File: src/ordered_clamp_composition_tree_top_assert.svh
// Assertion macros for the RTL of the clamp composition tree.
`ifndef ORDERED_CLAMP_COMPOSITION_TREE_TOP_ASSERT_SVH
`define ORDERED_CLAMP_COMPOSITION_TREE_TOP_ASSERT_SVH

// Same-cycle implication, disabled while reset is asserted.
`define OCCT_ASSERT_SAME(label, clk, rst_n, ante, cons, msg) \
    label: assert property (@(posedge clk) disable iff (!(rst_n)) (ante) |-> (cons)) \
        else $error(msg);

// Next-cycle implication, disabled while reset is asserted.
`define OCCT_ASSERT_NEXT(label, clk, rst_n, ante, cons, msg) \
    label: assert property (@(posedge clk) disable iff (!(rst_n)) (ante) |=> (cons)) \
        else $error(msg);

`endif

File: src/occt_pkg.sv
`timescale 1ns / 1ps

package occt_pkg;

    localparam int DefSlots      = 1024;
    localparam int DefHeightBits = 20;

    localparam int CmdW   = 2;
    localparam int SlotW  = 10;
    localparam int LevelW = 20;
    localparam int OutW   = 20;

    typedef enum logic [CmdW-1:0] {
        CMD_RAISE = 2'd0,
        CMD_LOWER = 2'd1,
        CMD_CLEAR = 2'd2,
        CMD_QUERY = 2'd3
    } t_cmd;

endpackage

File: src/occt_combine.sv
`timescale 1ns / 1ps

module occt_combine #(
    parameter int HEIGHT_BITS = occt_pkg::DefHeightBits
) (
    input  logic [HEIGHT_BITS-1:0] i_first_lo,
    input  logic [HEIGHT_BITS-1:0] i_first_hi,
    input  logic [HEIGHT_BITS-1:0] i_second_lo,
    input  logic [HEIGHT_BITS-1:0] i_second_hi,
    output logic [HEIGHT_BITS-1:0] o_lo,
    output logic [HEIGHT_BITS-1:0] o_hi
);

    import occt_pkg::*;

    // The first interval is applied before the second one.
    always_comb begin
        priority if (i_first_hi < i_second_lo) begin
            o_lo = i_second_lo;
            o_hi = i_second_lo;
        end else if (i_second_hi < i_first_lo) begin
            o_lo = i_second_hi;
            o_hi = i_second_hi;
        end else begin
            o_lo = (i_first_lo > i_second_lo) ? i_first_lo : i_second_lo;
            o_hi = (i_first_hi < i_second_hi) ? i_first_hi : i_second_hi;
        end
    end

endmodule

File: config.mk
export PLATFORM = sky130hd
export DESIGN_NAME = occt_combine
export DESIGN_NICKNAME = d
export VERILOG_FILES = /design/src/ordered_clamp_composition_tree_top_assert.svh /design/src/occt_pkg.sv /design/src/occt_combine.sv
export SDC_FILE = /design/constraint.sdc
export NUM_CORES = 1
export LEC_CHECK = 0
export ABC_AREA = 1
export BUFFER_PORTS_ARGS = -buffer_cell sky130_fd_sc_hd__buf_4
export CAP_MARGIN = 10
export CORE_MARGIN = 10
export CORE_UTILIZATION = 48
export DETAILED_ROUTE_END_ITERATION = 6
export PLACE_DENSITY_LB_ADDON = 0.08
export SETUP_SLACK_MARGIN = 0.02
export SYNTH_ARGS = -nofsm -noshare
export SYNTH_HDL_FRONTEND = slang
export SYNTH_SLANG_ARGS = --single-unit
File: constraint.sdc
create_clock -name vclk -period 1.5
set_input_delay 0.15 -clock vclk [all_inputs]
set_output_delay 0.15 -clock vclk [all_outputs]
set_load 0.03 [all_outputs]
==> results.yml, run 1 <==
outcome:
  status: "did not finish"
  lastStage: "clock tree synthesis (4_1_cts)"
  first-error: "[ERROR DPL-0033] detailed placement checks failed during check placement."
logic_synthesis:
  syn_area_per_cell_sq_um: 5.45
  ys_seq_area_frac: 0
  syn-num-nets: 775
  synth_warnings: 0
  synth.distinct_cells: 21
  syn_area_sq_um: 3370
  synth_cells: 618
floorplan:
  initial_utilization: 0.496
  die_h_um: 104
  die_width_um: 104
  pin_count: 120
  rows: 30
placed_design:
  numPortBuffers: 120
  dpl.hpwl_um: 15100
  gp_congestion: 0.924
  post-place-ws_ns: -1.23
cts:
  post_cts_resized: 100
  cts_hold_buffers: 0
  post-cts-setup-buffers: 6
[Yosys cell counts]
library cell    n  area share
nor2_2          3      0.0056
nand3_1        63       0.094
nor2_4          1      0.0033
nand4_2         1      0.0037
nand2_1       239        0.27
nand2_2        14       0.026
nor2_1         21       0.023
ha_1           77        0.29
buf_2          12       0.018
a21o_1          3      0.0067
buf_4           5       0.011
a21boi_0        1      0.0022
buf_6           5       0.017
o21ai_0         7       0.010
nand3_2         3      0.0089
nand4_1         4      0.0074
inv_1         109        0.12
a21oi_1        29       0.043
o21bai_1        1      0.0022
o21ai_1         1      0.0015
nand3b_1       19       0.042
[stage by stage]
| stage | hold slack [ns] | utilization | TNS (ns) | cells | cell area [sq um] |
|---|---|---|---|---|---|
| 3_5_place_dp | 0.665 | 0.928 | -40.27 | 908 | 6310 |
| 3_3_place_gp | 0.658 | 0.928 | -36.25 | 908 | 6310 |
| 2_1_floorplan | 0.432 | - | -2.11 | 618 | 4690 |
[logic make-up after synthesis]
kind of cell,Yosys count,share of synthesized area
AND/OR/NAND/NOR,368,0.481
adder cells (fa/ha/maj),77,0.286
buffers and inverters,131,0.167
AO/OA/AOI/OAI,42,0.0661
==> inputs of run 2 (changes only) <==
--- a/config.mk
+++ b/config.mk
@@ -9,10 +9,9 @@
 export BUFFER_PORTS_ARGS = -buffer_cell sky130_fd_sc_hd__buf_4
 export CAP_MARGIN = 10
 export CORE_MARGIN = 10
-export CORE_UTILIZATION = 48
+export CORE_UTILIZATION = 40
 export DETAILED_ROUTE_END_ITERATION = 6
-export PLACE_DENSITY_LB_ADDON = 0.08
-export SETUP_SLACK_MARGIN = 0.02
+export PLACE_DENSITY_LB_ADDON = 0.15
 export SYNTH_ARGS = -nofsm -noshare
 export SYNTH_HDL_FRONTEND = slang
 export SYNTH_SLANG_ARGS = --single-unit
==> constraint.sdc (replaced) <==
create_clock -name vclk -period 1.95
set_input_delay 0.195 -clock vclk [all_inputs]
set_output_delay 0.195 -clock vclk [all_outputs]
set_load 0.03 [all_outputs]
==> run 2 against run 1 <==
  * The flow now finishes, with violations (setup timing)
  * Synthesized cell count unchanged
  * Area after synthesis unchanged
==> results.yml, run 2 <==
global_routing:
  antenna_found_initial: 0
  first_global_vias: 4729
  grt_max_degree: 22
  grt_overflow: 0
  grt_pass1_wl_um: 22700
  gr-usage-all-layers: 0.207
min_path:
  hp-start: "i_second_lo[6]"
  worstHoldPathType: "in2out"
  hold_depth: 4
  holdPathEnd: "o_hi[6]"
route:
  dr.pass1.iters: 5
  vias: 4981
  vias_per_cell: 5.40
  routed_wl_um: 16200
  ant_nets: 0
  drtIter0Drc: 319
  drc: 0
  routedWlPerCell_um: 17.6
finish:
  layout_common_cells: "nand2_1 (171), buf_4 (136), inv_1 (87)"
  seq_cell_count: 0
  nNetsFinal: 977
  area_delta_synth_final_pct: 90.7
  drive_gt1_frac: 0.499
  clock_buffers: 0
  layout_commonest_cell: "nand2_1"
  fin_area_sq_um: 6420
  register_area_sq_um: 0
  final_util: 0.782
  n_antenna_cell: 0
timing:
  fin_crit_sh: 1.20
  drv_slew: 0
  setup_violations: 40
  tns_ns: -13.19
  worstMarginPinSlew_ns: 0.296
  hold_viol_final: 0
  slew_headroom: 0.801
  fmax_mhz: 429
  period_minus_slack_ns: 2.33
  worst_slack_ns: -0.381
  rsz0062_at_grt: "true"
logic_synthesis:
  post_synth_main_area_contributors: "ha_1 (29%), nand2_1 (27%), inv_1 (12%)"
  syn_area_sq_um: 3370
  syn-num-nets: 775
  synth.largest_area_cell: "ha_1"
  synth_xor_area_frac: 0
  yosys.area_share.adder: 0.286
  synth.distinct_cells: 21
  synth_top_cells_by_count: "nand2_1 (239), inv_1 (109), ha_1 (77)"
  syn_area_per_cell_sq_um: 5.45
  synth_compound_area_frac: 0.0661
  synth_warnings: 0
  netlist.area_leader.share: 0.286
  synth_top_family_by_area: "simple AND/OR/NAND/NOR gates"
  yosysMostFrequentCell: "nand2_1"
  synth_cells: 618
  muxShareOfSynthArea: 0
  yosys.area_share.simple: 0.481
  ys_seq_area_frac: 0
floorplan:
  initial_utilization: 0.410
  die_width_um: 112
  pin_count: 120
  die_area_sq_um: 12500
  die_h_um: 112
  rows: 33
  core-area_sq_um: 8220
pwr:
  peakVddDrop_v: 0.000285
  clkPwrFrac: 0
  power_frac_comb: 1.000
  power.share.sequential: 0
  swShare: 0.544
  intPower_uw: 1160
  power_density_nw_per_um2: 397
  p_switching_uw: 1380
  leakage_uw: 0.00358
  p_total_uw: 2550
placed_design:
  post-place-ws_ns: -0.701
  place_area_sq_um: 4940
  numPortBuffers: 120
  gp_congestion: 0.940
  dpl.hpwl_um: 10700
critical_path:
  cpMostUsedCell: "nand2_1"
  crit_path_max_incr_delay_ns: 0.30
  path_class: "in2out"
  critPathTopFamily: "simple AND/OR/NAND/NOR gates"
  cp.required_ns: 1.75
  slowest_stage: "ha_1"
  endpoint_kind: "output port"
  crit_path_start_kind: "primary input"
  crit_chain: "buf_4 -> buf_4 -> inv_1 -> ha_1 -> nand2_1 -> nor2_1 -> nand2_1 -> nor2_1 -> nand2_1 -> nand2_1 -> nor2_4 -> nand2_4 -> buf_6 -> nand2_2 -> nand3_2 -> nand2_2 -> buf_6"
  arrival_ns: 2.14
  path_buf_inv: 5
  path_max_fanout: 6
outcome:
  violations: "setup timing"
  status: "complete, but fails checks"
cts:
  cts_hold_buffers: 0
flow_run:
  cap_violations: 0
-- run 2: cell counts after synthesis --
No cell type changed its count.
-- run 2: how the worst max path moves through the flow --
stage | from | end | slack, ns | cells after the start
after floorplan | i_first_lo[17] | o_lo[0] | 0.15 | 15
after global placement | i_first_lo[7] | o_lo[18] | -0.61 | 18
after detailed placement | i_first_lo[11] | o_lo[1] | -0.70 | 15
after CTS | i_first_lo[9] | o_hi[8] | -0.30 | 16
after global routing | i_first_lo[16] | o_hi[5] | -0.48 | 16
final | i_second_hi[19] | o_hi[19] | -0.38 | 17
-- run 2: kinds of logic after synthesis --
family	after synthesis
and+or+nand+nor	368
buffers and inverters	131
adders and majority gates	77
AOI/OAI and AO/OA	42
-- run 2: repair_timing --
action                                  in CTS  in global routing
endpoints found under the setup margin      40                 40
buffers inserted                             4                  8
gates resized for setup                    156                127
pin swaps                                   52                 52
gates cloned                                 2                  5
-- run 2: metrics by stage --
stage | hold slack (ns) | std cells
2_1_floorplan | 0.636 | 618
3_3_place_gp | 0.755 | 905
3_5_place_dp | 0.755 | 905
4_1_cts | 0.743 | 910
5_1_grt | 0.772 | 923
6_report | 0.752 | 923
-- run 2: power by group through the flow --
stage	clock network, uW	registers, uW	logic (uW)
after CTS	0	0	2170
after global placement	0	0	1790
after global routing	0	0	2720
after detailed placement	0	0	1820
after floorplan	0	0	1060
final	0	0	2550
-- run 2: cell type report --
cell class,count,area [sq um]
well taps,105,131
repair buffers,221,2150
inverters,109,414
multi-input cells,488,3730
fillers,586,1790
-- run 2: layer usage --
metal | routed length, um | up-vias | GRT usage | part of all wire
li1 | - | 2358 | - | -
met1 | 6210 | 2271 | 0.247 | 0.38
met2 | 8050 | 285 | 0.378 | 0.50
met3 | 1340 | 67 | 0.0322 | 0.083
met4 | 611 | 0 | 0.0420 | 0.038
met5 | 0 | - | 0 | 0
No activity file was read; power rests on OpenSTA's default activity.
